[src/hw/rtl/bis_pkg.sv]
// shared types and constants of the bilinear image scaler
// no dependencies
package bis_pkg;

   localparam int SZ_W      = 9;
   localparam int COORD_W   = 9;
   localparam int NUM_W     = 25;
   localparam int QUO_W     = 17;
   localparam int WGT_W     = 9;
   localparam int PROD_W    = 17;
   localparam int PIX_W     = 32;
   localparam int CH_PROD_W = 25;
   localparam int Q_DEPTH   = 4;
   localparam int OUT_DEPTH = 32;

   typedef enum logic {
      KIND_LOAD = 1'b0,
      KIND_REQ  = 1'b1
   } kind_type;

   typedef enum logic [1:0] {
      REG_SRC_W = 2'd0,
      REG_SRC_H = 2'd1,
      REG_DST_W = 2'd2,
      REG_DST_H = 2'd3
   } reg_index_type;

   typedef struct packed {
      logic [SZ_W-1:0] src_w;
      logic [SZ_W-1:0] src_h;
      logic [SZ_W-1:0] dst_w;
      logic [SZ_W-1:0] dst_h;
   } size_type;

   typedef struct packed {
      kind_type         kind;
      logic             err;
      logic [7:0]       col;
      logic [7:0]       row;
      logic [PIX_W-1:0] pixel;
      logic [NUM_W-1:0] num_x;
      logic [NUM_W-1:0] num_y;
   } item_type;

   typedef struct packed {
      logic             err;
      logic [PIX_W-1:0] pixel;
   } result_type;

   function automatic logic [SZ_W-1:0] clamp_size(input logic [SZ_W-1:0] v,
                                                  input int unsigned maxv);
      logic [SZ_W-1:0] r;
      r = v;
      if (v == '0) begin
         r = SZ_W'(1);
      end else if (32'(v) > maxv) begin
         r = SZ_W'(maxv);
      end
      return r;
   endfunction

endpackage

[src/hw/rtl/bis_front.sv]
// front end: takes input words, flags bad requests, forms divider numerators
// depends on bis_pkg
module bis_front (
   input  logic                clock,
   input  logic                reset,
   input  bis_pkg::size_type   sizes,
   input  logic                req_tvalid,
   output logic                req_tready,
   input  logic [47:0]         req_tdata,
   input  logic [0:0]          req_tuser,
   input  logic                q_full,
   output logic                q_push,
   output bis_pkg::item_type   q_item
);

   logic              valid_ff, valid_in;
   bis_pkg::item_type item_ff, item_in;
   logic              accept;
   logic [17:0]       prod_x, prod_y;

   assign req_tready = !valid_ff || !q_full;
   assign accept     = req_tvalid && req_tready;
   assign q_push     = valid_ff && !q_full;
   assign q_item     = item_ff;

   always_comb begin
      prod_x         = 18'({req_tdata[7:0], 1'b1}) * 18'(sizes.src_w);
      prod_y         = 18'({req_tdata[15:8], 1'b1}) * 18'(sizes.src_h);
      item_in.kind   = bis_pkg::kind_type'(req_tuser[0]);
      item_in.col    = req_tdata[7:0];
      item_in.row    = req_tdata[15:8];
      item_in.pixel  = req_tdata[47:16];
      item_in.err    = (req_tuser[0] == bis_pkg::KIND_REQ) &&
                       ((9'(req_tdata[7:0]) >= sizes.dst_w) ||
                        (9'(req_tdata[15:8]) >= sizes.dst_h));
      item_in.num_x  = {prod_x, 7'd0};
      item_in.num_y  = {prod_y, 7'd0};
      valid_in       = accept || (valid_ff && q_full);
   end

   always_ff @(posedge clock) begin
      if (reset) begin
         valid_ff <= 1'b0;
      end else begin
         valid_ff <= valid_in;
      end
   end

   always_ff @(posedge clock) begin
      if (accept) begin
         item_ff <= item_in;
      end
   end

endmodule

[config.mk]
export PLATFORM = sky130hd
export DESIGN_NAME = bis_front
export DESIGN_NICKNAME = d
export VERILOG_FILES = /design/src/hw/rtl/bis_pkg.sv /design/src/hw/rtl/bis_front.sv
export SDC_FILE = /design/constraint.sdc
export NUM_CORES = 1
export LEC_CHECK = 0
export BUFFER_PORTS_ARGS = -buffer_cell sky130_fd_sc_hd__buf_2
export CORE_MARGIN = 8
export CORE_UTILIZATION = 40
export DETAILED_ROUTE_END_ITERATION = 10
export PLACE_DENSITY = 0.65
export SYNTH_ARGS = -nofsm -noshare
export SYNTH_HDL_FRONTEND = slang
export SYNTH_SLANG_ARGS = --single-unit
[constraint.sdc]
create_clock -name clock -period 5.2 [get_ports clock]
set_input_delay 0 -clock clock [delete_from_list [all_inputs] [get_ports clock]]
set_output_delay 0 -clock clock [all_outputs]
set_load 0.02 [all_outputs]
==> results_dict.tcl <==
set metrics [dict create \
    status "complete, no violations" \
    slew_headroom_pct 51.71 \
    antenna_found_initial 1 \
    holdWs_ns 0.001222 \
    ys_seq_elements 87 \
    gp_congestion 0.8566 \
    ys_types 47 \
    ir_drop_mv 0.2121 \
    grt_max_degree 58 \
    die_w_um 159.9 \
    nNetsFinal 1261 \
    startpoint "req_tdata[0]" \
    synth_area_um2 8280 \
    seq_area_frac_synth_pct 31.43 \
    ctsHoldBuffers 43 \
    clk_latency_ns 0.35 \
    synth_top_cell_area_share_pct 31.19 \
    route.detailed.drc 0 \
    finalSetupViolCount 0 \
    critPathKind "input pin to flip-flop" \
    required_ns 5.30 \
    grt_overflow 0 \
    grt_pass1_wl_um 34670 \
    fin_crit_ns 4.748 \
    finalWirelength_um 20930 \
    wl_per_cell_um 16.66 \
    avgSynthCellArea_um2 10.97 \
    r2r_end "q_item[46]" \
    track_usage_pct 16.86 \
    powerDensity_nw_per_um2 403.1 \
    r2r_cells 3 \
    clock_sinks 87 \
    fmax_mhz 210.6 \
    dieArea_um2 25560 \
    cts.clk_slew.worst_paths_ns 0.08 \
    start_kind "input pin" \
    io_pins 191 \
    grtUsageMet2_pct 27.29 \
    die_h_um 159.9 \
    drtIter0Drc 391 \
    fin_skew_ns 0.008947 \
    dp.final_hpwl_um 16210 \
    use_met1_pct 21.88 \
    ys_warn_count 0 \
    grt-busiest-layer "met2" \
    hold_depth 1 \
    core_um2 20300 \
    rrSetupSlack_ns 3.27 \
    async_reset_ff_share_pct 0 \
    cts_max_level 3 \
    vias 6100 \
    synth_top_area_cell "edfxtp_1" \
    endpoint "q_item[48]" \
    portBuffers 176 \
    synthToLayoutAreaGrowth_pct 22.92 \
    ant_nets 0 \
    cts.path.max_buffers 2 \
    finalSetupTns_ns 0 \
    critical_path_arrival_ns 4.84 \
    ys.flop_type "edfxtp_1" \
    rows 52 \
    cts_tree "built" \
    maxCapViolCount 0 \
    start_util_pct 40.79 \
    synth_edf_count 86 \
    worst-path-max-fanout 11 \
    syn_inst 755 \
    drive_gt1_share_pct 20.30 \
    dr.pass1.iters 4 \
    end_kind "flip-flop" \
    worstMarginPinSlew_ns 0.7243 \
    postCtsSetupBuffers 0 \
    grt_pass1_vias 6579 \
    synth_area_leaders "edfxtp_1, fa_1, ha_1" \
    cts_resized 0 \
    fin_crit_sh_pct 91.30 \
    ctsRootBufferMaster "clkbuf_16" \
    hold_class "input pin to flip-flop" \
    r2r_start "valid_ff" \
    rsz0062_at_grt "no" \
    use_met3_pct 3.342 \
    hold_violations 0 \
    slew_viol_final 0 \
    p_leak_nw 5.035 \
    drt-vias-per-instance 4.857 \
    cts_made_buffers 9 \
]
-- layout make-up --
type / instances / area, um2
Fill cell: 1873 / 10120
Timing Repair Buffer: 220 / 1319
Tap cell: 270 / 337.8
Multi-Input combinational cell: 517 / 5061
Sequential cell: 87 / 2603
Antenna cell: 1 / 2.502
Clock buffer: 9 / 225.2
Inverter: 145 / 544.3
Clock inverter: 7 / 86.33
-- sequential cells by signal, indices dropped and copies added, names as in the netlist --
| signal | flops |
|---|---|
| q_item | 86 |
| valid_ff | 1 |
-- per-stage QoR --
step / setup WS (ns) / cell area (um2) / instances / power [W] / utilization (%)
floorplan: 1.169 / 8329 / 768 / 0.002805 / -
finish: 0.4525 / 10180 / 1256 / 0.004103 / 50.14
detailed placement: 0.6273 / 9434 / 1196 / 0.003390 / 46.47
global route: 0.1531 / 10180 / 1256 / 0.004466 / 50.14
global placement: 0.8250 / 9434 / 1196 / 0.003371 / 46.47
CTS: 0.4718 / 10180 / 1255 / 0.004137 / 50.13
-- metal layers --
| metal | up-vias | share of wire (%) |
|---|---|---|
| li1 | 2878 | - |
| met1 | 3008 | 45 |
| met5 | - | 0 |
| met3 | 25 | 6.2 |
| met4 | 0 | 2.5 |
| met2 | 189 | 46 |
-- worst min-delay path by stage --
stage | startpoint | to | slack, ns
2_1_floorplan | reset | valid_ff | 0.07
3_5_place_dp | reset | valid_ff | 0.16
5_1_grt | req_tdata[8] | q_item[82] | 0.008
3_3_place_gp | reset | valid_ff | 0.16
4_1_cts | req_tdata[14] | q_item[88] | 0.001
6_report | req_tdata[8] | q_item[82] | 0.001
-- cell families after synthesis --
family / synth area share, %
AND/OR/NAND/NOR: 14.07
buffers and inverters: 8.069
other: 0.04529
adder cells (fa/ha/maj): 38.08
flip-flops: 31.43
AO/OA/AOI/OAI: 6.090
XOR/XNOR: 2.221
-- layout by cell type (no fill, tap or decap), types with 2 or more instances in the layout --
cell type,count
o211a_1,2
inv_6,2
fa_1,100
xor2_1,9
o21bai_1,2
nand4_1,2
a21oi_1,31
conb_1,14
inv_1,145
o21ai_0,15
nor2b_1,3
buf_2,176
clkbuf_16,9
o211ai_1,3
a211o_1,2
ha_1,92
xnor2_1,12
edfxtp_1,86
a21o_1,12
clkinv_8,3
o2111ai_1,2
nor3b_1,3
dlygate4sd3_1,43
nor3_1,9
nand3_1,7
nor2_1,13
and2_1,107
nand2b_1,7
nand2_1,49
-- cells in the mapped netlist (2+ instances only) --
library cell    n
a21oi_1        31
nor3b_1         3
nor2b_1         3
xor2_1          9
nor2_1         13
o211a_1         2
and2_1        108
a21o_1         12
nand2b_1        7
fa_1          100
nor3_1          9
edfxtp_1       86
nand3_1         7
nand2_1        49
ha_1           92
o21bai_1        2
a211o_1         2
o211ai_1        3
inv_1         145
clkbuf_1        5
buf_4          14
o21ai_0        15
xnor2_1        12
o2111ai_1       2
nand4_1         2
-- power by group --
part	internal [W]	leakage (nW)	switching, W
clock	0.000345	0.151	0.000329
sequential	0.00102	0.842	0.0000442
combinational	0.000949	4.04	0.00141
total	0.00232	5.03	0.00178
-- worst max-delay path: stages --
cell and delay (ns):
dlygate4sd3_1 0.53, buf_2 0.18, and2_1 0.17, fa_1 0.50
inv_1 0.06, fa_1 0.53, inv_1 0.05, fa_1 0.52
inv_1 0.05, fa_1 0.52, inv_1 0.04, ha_1 0.34
o211ai_1 0.12, a21oi_1 0.10, nor4_1 0.52, nor3_1 0.13
or3b_2 0.46
Power figures use the tool's default switching activity.
