==> src/hw/rtl/bis_fifo.sv <==
// small synchronous fifo used as the item queue and the result buffer
// no dependencies
module bis_fifo #(
   parameter int WIDTH = 8,
   parameter int DEPTH = 4
) (
   input  logic             clock,
   input  logic             reset,
   input  logic             push,
   input  logic [WIDTH-1:0] din,
   input  logic             pop,
   output logic [WIDTH-1:0] dout,
   output logic             full,
   output logic             empty
);

   localparam int PTR_W = (DEPTH > 1) ? $clog2(DEPTH) : 1;
   localparam int CNT_W = $clog2(DEPTH + 1);

   logic [WIDTH-1:0] data_ff [DEPTH];
   logic [PTR_W-1:0] wptr_ff, wptr_in;
   logic [PTR_W-1:0] rptr_ff, rptr_in;
   logic [CNT_W-1:0] cnt_ff, cnt_in;

   assign full  = (cnt_ff == CNT_W'(DEPTH));
   assign empty = (cnt_ff == '0);
   assign dout  = data_ff[rptr_ff];

   always_comb begin
      wptr_in = wptr_ff;
      rptr_in = rptr_ff;
      cnt_in  = cnt_ff;
      if (push) begin
         wptr_in = (wptr_ff == PTR_W'(DEPTH - 1)) ? '0 : wptr_ff + 1'b1;
      end
      if (pop) begin
         rptr_in = (rptr_ff == PTR_W'(DEPTH - 1)) ? '0 : rptr_ff + 1'b1;
      end
      if (push && !pop) begin
         cnt_in = cnt_ff + 1'b1;
      end else if (pop && !push) begin
         cnt_in = cnt_ff - 1'b1;
      end
   end

   always_ff @(posedge clock) begin
      if (reset) begin
         wptr_ff <= '0;
         rptr_ff <= '0;
         cnt_ff  <= '0;
      end else begin
         wptr_ff <= wptr_in;
         rptr_ff <= rptr_in;
         cnt_ff  <= cnt_in;
      end
   end

   always_ff @(posedge clock) begin
      if (push) begin
         data_ff[wptr_ff] <= din;
      end
   end

endmodule

==> config.mk <==
export PLATFORM = sky130hd
export DESIGN_NAME = bis_fifo
export DESIGN_NICKNAME = d
export VERILOG_FILES = /design/src/hw/rtl/bis_fifo.sv
export SDC_FILE = /design/constraint.sdc
export NUM_CORES = 1
export LEC_CHECK = 0
export BUFFER_PORTS_ARGS = -buffer_cell sky130_fd_sc_hd__buf_2
export CORE_UTILIZATION = 40
export DETAILED_ROUTE_END_ITERATION = 6
export MAX_ROUTING_LAYER = met4
export PLACE_DENSITY = 0.58
export SYNTH_ARGS = -nofsm -noshare
export SYNTH_HDL_FRONTEND = slang
export SYNTH_SLANG_ARGS = --single-unit
export TNS_END_PERCENT = 50
==> constraint.sdc <==
create_clock -name clock -period 1.75 [get_ports clock]
set_input_delay 0.0875 -clock clock [delete_from_list [all_inputs] [get_ports clock]]
set_output_delay 0.0875 -clock clock [all_outputs]
set_load 0.005 [all_outputs]
==> results.tsv, run 1 <==
metric	value	unit
status	finished clean	
clock_power_share	35.6	%
die_area	4250	um2
clk_pin_slew	0.08	ns
synth_cells	86	
cpPeakStageDelay	0.53	ns
max_freq	0.643	GHz
core	3740	um2
grt_use_met2	23.7	%
fin_crit_sh	88.9	%
insertion_delay	0.29	ns
ys_ff_latch	41	
drt-total-wl	2.38	mm
worst-setup-path-type	reg -> out	
synth-seq-area-share	71.4	%
cts_max_level	2	
drive_gt1_share	32.5	%
grt_pass1_vias	864	
syn_area	1600	um2
grt_pass1_wl	4.02	mm
dp_hpwl	1.63	mm
slowest_stage	mux4_2	
grt-ovfl-total	0	
drtIter0Drc	13	
top_usage_layer	met2	
viasPerCell	4.81	
p_leak	0.706	nW
drtPass1Iterations	2	
p_seq_share	54.2	%
synthesis.area_per_instance	18.6	um2
grt_use_met3	3.65	%
rrSetupSlack	0.27	ns
place.port_buffers	21	
num_rows	22	
die_h	65.2	um
setup-violations-final	0	
syn_to_final_growth	18.9	%
vdd_drop_max	0.430	mV
clock_sinks	41	
grt_max_degree	15	
p_int	1.65	mW
clock_path_buffers	2	
power.share.switching	21.7	%
worstHoldPathType	in -> reg	
tns	0	ns
startpoint_type	register	
fin_skew	0.00338	ns
cts_tree	yes	
wire_per_inst	14.4	um
maxCapViolations	0	
worst_pin_slew	0.467	ns
root_buffer	clkbuf_8	
arrival	1.47	ns
antenna_found_initial	0	
synth_cell_types	17	
worstPathMaxFanout	8	
use_met1	14.9	%
comb_power_share	10.2	%
min_period	1.56	ns
die_w	65.2	um
io_pins	22	
drcViolationCount	0	
ant_nets	0	
cp-end-kind	output port	
nets	135	
powerDensity	1110	nW/um2
required	1.66	ns
gp_congestion	0.679	
track_usage	14.2	%
switching_power	0.456	mW
synth_fp_nets	105	
crit_chain	buf_4 > mux4_2 > buf_2	
power	2.10	mW
numCtsBuffers	5	
initial_core_util	42.7	%
final_max_slew_viol_count	0	
ys_warn_count	0	
post_cts_resized	0	
vias	793	
final_hold_viol_count	0	
relSlewSlack	68.8	%
nFillCells	329	
num_antenna_cells	0	
rsz0062_at_grt	no	
path summary, 6_finish.rpt:
path,from,endpoint,cells past startpoint
worst min-delay path,din[7],data_ff[2][7],1
worst max register to register,cnt_ff[0],cnt_ff[2],4
worst min register to register,cnt_ff[2],cnt_ff[2],2
worst max-delay path,register,dout[7],3
worst max-delay path, delay by kind of cell (launching register included):
kind     cells  cell delay [ns]
mux          1             0.53
buf+inv      2             0.34
flops        1             0.31
through the flow:
step	hold WS, ns	area (um2)	instances	setup slack, ns	utilization [%]
2_1_floorplan	0.157	1600	86	0.359	-
3_3_place_gp	0.300	1750	154	0.235	46.9
3_5_place_dp	0.310	1750	154	0.146	46.9
4_1_cts	0.00110	1890	164	0.171	50.5
5_1_grt	0.000999	1900	165	0.126	50.7
6_report	0.0152	1900	165	0.195	50.7
power by group through the flow:
stage	Clock (mW)	Sequential, mW	Combinational (mW)
floorplan	0	1.15	0.137
global placement	0	1.16	0.207
detailed placement	0	1.16	0.213
CTS	0.769	1.14	0.219
global route	0.805	1.15	0.243
finish	0.749	1.14	0.215
placed cells by master (no fill, tap or decap):
master	instances
or3_1	1
a21oi_1	2
nor2_1	7
nor3_1	1
buf_4	1
xor2_1	2
nor3b_1	2
bufinv_16	1
o21ai_0	1
buf_2	21
clkinvlp_4	1
fa_1	1
mux4_2	8
dlygate4sd3_1	3
edfxtp_1	32
clkinv_4	1
ha_1	6
dfxtp_1	9
inv_1	4
and2_1	4
mux2i_1	4
clkbuf_8	5
flip-flops by register name, summed over array words and instances, names as in the netlist, named ones only:
| register | cells |
|---|---|
| cnt_ff | 3 |
| data_ff | 32 |
| rptr_ff | 2 |
| wptr_ff | 2 |
Yosys cell counts:
cell	n	area share, %
o21ai_0	1	0.31
nor2_1	7	1.6
nor3_1	1	0.31
clkbuf_2	1	0.31
mux2i_1	4	2.5
dfxtp_1	9	11
inv_1	4	0.94
nor3b_1	2	0.94
ha_1	6	4.7
xor2_1	2	1.1
a21oi_1	2	0.63
or3_1	1	0.39
edfxtp_1	32	60
fa_1	1	1.3
and2_1	4	1.6
mux4_2	8	11
buf_6	1	0.70
cell families after synthesis:
group,after synthesis,synth area share (%)
mux,12,13.8
compound gates,3,0.939
flops,41,71.4
fa+ha+maj,7,5.95
buf+inv,6,1.96
xor+xnor,2,1.10
simple gates,15,4.85
what timing repair did:
action                                  in CTS  in global routing
endpoints found under the hold margin        7                  4
setup buffers                                0                  0
hold buffers                                 2                  1
endpoints found under the setup margin       0                  0
final cells by class:
class                           count  area (um2)  share of cell area (%)
Clock buffer                        5        68.8                    3.62
Clock inverter                      3        46.3                    2.44
Inverter                            4        15.0                   0.791
Multi-Input combinational cell     39         425                    22.4
Sequential cell                    41        1140                    60.1
Tap cell                           48        60.1                    3.16
Timing Repair Buffer               25         143                    7.51
per-layer routing:
layer  share of wire (%)  wire, um
met3                 3.7        89
met2                  51      1220
met1                  43      1030
met4                 1.8        42
met5                   0         0
Power figures use the tool's default switching activity.
==> inputs of run 2 (changes only) <==
--- a/config.mk
+++ b/config.mk
@@ -6,10 +6,10 @@
 export NUM_CORES = 1
 export LEC_CHECK = 0
 export BUFFER_PORTS_ARGS = -buffer_cell sky130_fd_sc_hd__buf_2
-export CORE_UTILIZATION = 40
+export CORE_UTILIZATION = 35
 export DETAILED_ROUTE_END_ITERATION = 6
 export MAX_ROUTING_LAYER = met4
-export PLACE_DENSITY = 0.58
+export PLACE_DENSITY = 0.52
 export SYNTH_ARGS = -nofsm -noshare
 export SYNTH_HDL_FRONTEND = slang
 export SYNTH_SLANG_ARGS = --single-unit
==> run 2 against run 1 <==
Net effect: routed wire length grew 2.8%; clock power grew 2.8%; via count shrank 0.76%; global-route usage shrank 2.2 points; register-to-register slack is essentially flat; maximum frequency grew 0.28%.
==> results.tsv, run 2 (same netlist as run 1, synthesis figures left out) <==
metric	value	unit	change
cts_hold_buf	0		-2
status	finished clean		
nets	132		-2.2%
reg2reg_from	cnt_ff[0]		
rsz0062_at_grt	no		
switching_power	0.439	mW	-3.9%
p_seq_share	53.8	%	-0.4 points
largest_register	data_ff		
min_from	din[0]		
setup_ws	0.199	ns	+0.00436 ns
worst_pin_slew	0.458	ns	-0.00930 ns
worstHoldPathType	in -> reg		
drtIter0Drc	44		+31
grt_pass1_wl	4.03	mm	+0.35%
fin_skew	0.00822	ns	+0.00484 ns
final_hold_viol_count	0		unchanged
drtPass1Iterations	4		+2
startpoint_type	register		
max_freq	0.645	GHz	+0.28%
nFillCells	422		+28%
power	2.12	mW	+0.80%
grt_max_degree	13		-2
p_int	1.68	mW	+2.1%
tns	0	ns	unchanged
worst-setup-path-type	reg -> out		
clock_path_buffers	2		unchanged
wire_per_inst	14.7	um	+2.2%
viasPerCell	4.74		-1.4%
drt-total-wl	2.45	mm	+2.8%
layout_common_cells	32 x edfxtp_1, 21 x buf_2, 9 x dfxtp_1		
required	1.66	ns	about the same
syn_to_final_growth	17.4	%	
clk_pin_slew	0.08	ns	about the same
io_pins	22		unchanged
insertion_delay	0.28	ns	about the same
initial_core_util	36.4	%	-6.2 points
cts_max_level	2		unchanged
grt_pass1_vias	880		+1.9%
numCtsBuffers	5		unchanged
pre_cts_ws	0.154	ns	+0.00801 ns
num_antenna_cells	0		unchanged
track_usage	12.0	%	-2.2 points
die_h	69.6	um	+6.7%
largest_reg_flops	32		unchanged
place.port_buffers	21		unchanged
power.share.switching	20.7	%	-1.0 points
arrival	1.46	ns	about the same
cts_tree	yes		
cp-end-kind	output port		
gp_congestion	0.632		-6.8%
setup-violations-final	0		unchanged
drive_gt1_share	32.5	%	about the same
post_cts_resized	0		unchanged
num_rows	24		+9.1%
layout_commonest_cell	edfxtp_1		
die_w	69.6	um	+6.7%
relSlewSlack	69.5	%	+0.62 points
vias	787		-0.76%
dp_hpwl	1.67	mm	+2.1%
root_buffer	clkbuf_8		
post_cts_buffers	0		unchanged
powerDensity	1130	nW/um2	+2.1%
core	4380	um2	+17%
ant_nets	0		unchanged
maxCapViolations	0		unchanged
clock_sinks	41		unchanged
antenna_found_initial	0		unchanged
clock_power_share	36.3	%	+0.7 points
vdd_drop_max	0.429	mV	-0.32%
final_max_slew_viol_count	0		unchanged
reg.largest.list	data_ff: 32 flops, cnt_ff: 3 flops		
worstPathMaxFanout	8		unchanged
fin_crit_sh	88.6	%	-0.25 points
p_leak	0.697	nW	-1.2%
min_period	1.55	ns	-0.00436 ns
drcViolationCount	0		unchanged
die_area	4840	um2	+14%
comb_power_share	10.0	%	-0.2 points
grt-ovfl-total	0		unchanged
## run 2: changes by cell type in the layout (fill, tap and decap cells not counted), sizes merged
cell / delta
clkbuf: +2
clkinv: -1
clkinvlp: -1
dlygate4sd3: -3
## run 2: stage by stage
| stage | util (%) | cells | area (um2) | hold WS (ns) |
|---|---|---|---|---|
| after floorplan | - | 86 | 1600 | 0.157 |
| after global placement | 40.1 | 158 | 1760 | 0.299 |
| after detailed placement | 40.1 | 158 | 1760 | 0.309 |
| after CTS | 42.8 | 166 | 1880 | 0.00501 |
| after global routing | 42.8 | 166 | 1880 | 0.00596 |
| final | 42.8 | 166 | 1880 | 0.0138 |
## run 2: power groups by stage
stage	Sequential (mW)	Combinational (mW)	Clock, mW
floorplan	1.15	0.137	0
global placement	1.16	0.207	0
detailed placement	1.16	0.214	0
CTS	1.14	0.216	0.793
global route	1.15	0.235	0.835
finish	1.14	0.211	0.770
## run 2: final cells by class
class	count	area, um2	share of cell area, %
clock buffers	7	86.3	4.60
clock inverters	1	30.0	1.60
inverters	4	15.0	0.801
multi-input cells	39	425	22.7
flip-flops and latches	41	1140	60.8
well taps	52	65.1	3.47
repair buffers	22	113	6.00
## run 2: path summary, 6_finish.rpt
| kind | to | slack (ns) | depth (start not counted) |
|---|---|---|---|
| max | dout[1] | 0.20 | 3 |
| max reg2reg | cnt_ff[2] | 0.28 | 4 |
| min | data_ff[0][0] | 0.01 | 1 |
| min reg2reg | cnt_ff[2] | 0.51 | 2 |
## run 2: critical path, stage by stage, from the launching register on
cell,delay [ns]
dfxtp_1,0.31
buf_4,0.20
mux4_2,0.52
buf_2,0.14
## run 2: metal layers
layer / up-vias / GRT usage, % / wire, um
li1: 377 / - / -
met4: 0 / 5.44 / 44
met1: 389 / 12.3 / 1030
met3: 6 / 4.80 / 106
met2: 15 / 20.2 / 1270
met5: - / - / 0
==> inputs of run 3 (changes only) <==
--- a/config.mk
+++ b/config.mk
@@ -9,7 +9,7 @@
 export CORE_UTILIZATION = 35
 export DETAILED_ROUTE_END_ITERATION = 6
 export MAX_ROUTING_LAYER = met4
-export PLACE_DENSITY = 0.52
+export PLACE_DENSITY = 0.5
 export SYNTH_ARGS = -nofsm -noshare
 export SYNTH_HDL_FRONTEND = slang
 export SYNTH_SLANG_ARGS = --single-unit
==> run 3 against run 2 <==
Net effect: total power is 7.9% lower; maximum frequency hardly changed; flip-flop and latch count unchanged; utilization fell by 0.60 points; count of clock-buffer cells in the layout rose by 1; first-iteration DRC count fell by 39%; clock power down 21%.
==> results.tsv, run 3 (same netlist as run 1, synthesis figures left out) <==
metric	value	unit	change
required	1.66	ns	about the same
dp_hpwl	1.64	mm	-1.5%
comb_power_share	10.6	%	+0.6 points
arrival	1.46	ns	about the same
regToRegEndpoint	cnt_ff[2]		
drcViolationCount	0		unchanged
clock_power_share	31.0	%	-5.3 points
nFillCells	409		-3.1%
drtPass1Iterations	4		unchanged
grt-ovfl-total	0		unchanged
numCtsBuffers	5		unchanged
num_antenna_cells	0		unchanged
largest_reg_flops	32		unchanged
syn_to_final_growth	15.7	%	
die_area	4840	um2	unchanged
p_leak	0.684	nW	-1.9%
final_max_slew_viol_count	0		unchanged
p_int	1.54	mW	-8.6%
clk_pin_slew	0.08	ns	about the same
initial_core_util	36.4	%	unchanged
min_from	din[1]		
root_buffer	clkbuf_8		
holdPathStages	1		unchanged
tns	0	ns	unchanged
antenna_found_initial	0		unchanged
clock_path_buffers	2		unchanged
wire_per_inst	14.2	um	-3.6%
worst-setup-path-type	reg -> out		
power.share.switching	21.2	%	+0.56 points
rsz0062_at_grt	no		
worstHoldPathType	in -> reg		
drtIter0Drc	27		-39%
layout_common_cells	32 x edfxtp_1, 21 x buf_2, 9 x dfxtp_1		
worst_pin_slew	0.446	ns	-0.0118 ns
startpoint_type	register		
drt-total-wl	2.36	mm	-3.6%
drive_gt1_share	31.6	%	-0.88 points
cts_max_level	2		unchanged
p_seq_share	58.4	%	+4.6 points
placed_area	1760	um2	unchanged
track_usage	11.5	%	-0.48 points
largest_register	data_ff		
setup-violations-final	0		unchanged
relSlewSlack	70.3	%	+0.78 points
die_h	69.6	um	unchanged
layout_commonest_cell	edfxtp_1		
insertion_delay	0.29	ns	about the same
io_pins	22		unchanged
fin_skew	0.00884	ns	+0.000624 ns
die_w	69.6	um	unchanged
ant_nets	0		unchanged
vias	792		+0.64%
cts_hold_buf	0		unchanged
post_cts_resized	0		unchanged
r2r.worst_path.cells	4		unchanged
core	4380	um2	unchanged
rrSetupSlack	0.29	ns	about the same
num_rows	24		unchanged
post_cts_buffers	0		unchanged
cts_tree	yes		
grt_max_degree	13		unchanged
viasPerCell	4.77		+0.64%
maxCapViolations	0		unchanged
final_hold_viol_count	0		unchanged
fin_crit_sh	88.7	%	about the same
grt_pass1_vias	832		-5.5%
worstPathMaxFanout	8		unchanged
reg2reg_from	cnt_ff[0]		
max_freq	0.644	GHz	about the same
status	finished clean		
switching_power	0.415	mW	-5.4%
vdd_drop_max	0.445	mV	+3.7%
grt_pass1_wl	3.92	mm	-2.7%
clock_sinks	41		unchanged
postLayoutCellArea	1850	um2	-1.4%
place.port_buffers	21		unchanged
min_period	1.55	ns	+0.00123 ns
nets	132		unchanged
hold_end	data_ff[0][1]		
gp_congestion	0.635		+0.47%
reg.largest.list	data_ff: 32 flops, cnt_ff: 3 flops		
cp-end-kind	output port		
powerDensity	1060	nW/um2	-6.6%
==> run 3: cell types whose count changed in the layout (fill, tap and decap cells not counted), sizes merged <==
cell    previous run  this run
clkbuf             7         8
bufinv             1         0
==> run 3: stage by stage <==
step                utilization, %  hold slack [ns]  cells  power (mW)  setup WS (ns)
global route                  42.2         0.000185    166        2.06          0.119
CTS                           42.2          0.00927    166        1.99          0.160
detailed placement            40.1            0.308    158        1.38          0.199
global placement              40.1            0.300    158        1.37          0.236
floorplan                        -            0.157     86        1.29          0.359
finish                        42.2           0.0131    166        1.95          0.198
==> run 3: routing by layer <==
layer,vias to the layer above,GRT usage [%],share of wire (%)
li1,377,-,-
met1,390,11.9,42
met2,18,19.1,50
met3,7,4.65,5.0
met4,0,5.44,2.3
met5,-,-,0
==> run 3: area by class of cell <==
class                   count  area (um2)  share of cell area [%]
inverters                   4        15.0                   0.812
flip-flops and latches     41        1140                    61.7
well taps                  52        65.1                    3.52
repair buffers             22         113                    6.09
clock buffers               8        90.1                    4.87
multi-input cells          39         425                    23.0
==> run 3: how the worst max path moves through the flow <==
| stage | startpoint | to | slack [ns] | cells after the start |
|---|---|---|---|---|
| 2_1_floorplan | cnt_ff[0] | cnt_ff[2] | 0.36 | 4 |
| 5_1_grt | register | dout[0] | 0.12 | 3 |
| 4_1_cts | register | dout[0] | 0.16 | 3 |
| 3_3_place_gp | pop | cnt_ff[2] | 0.24 | 8 |
| 6_report | register | dout[1] | 0.20 | 3 |
| 3_5_place_dp | pop | cnt_ff[2] | 0.20 | 8 |
==> run 3: power groups by stage <==
stage | Clock, mW | Sequential, mW | Combinational (mW)
CTS | 0.633 | 1.14 | 0.215
detailed placement | 0 | 1.16 | 0.214
finish | 0.605 | 1.14 | 0.208
global route | 0.679 | 1.15 | 0.234
floorplan | 0 | 1.15 | 0.137
global placement | 0 | 1.16 | 0.209
==> run 3: worst max-delay path: stages, from the launching register on <==
cell	delay (ns)
dfxtp_1	0.31
buf_4	0.20
mux4_2	0.53
buf_2	0.14
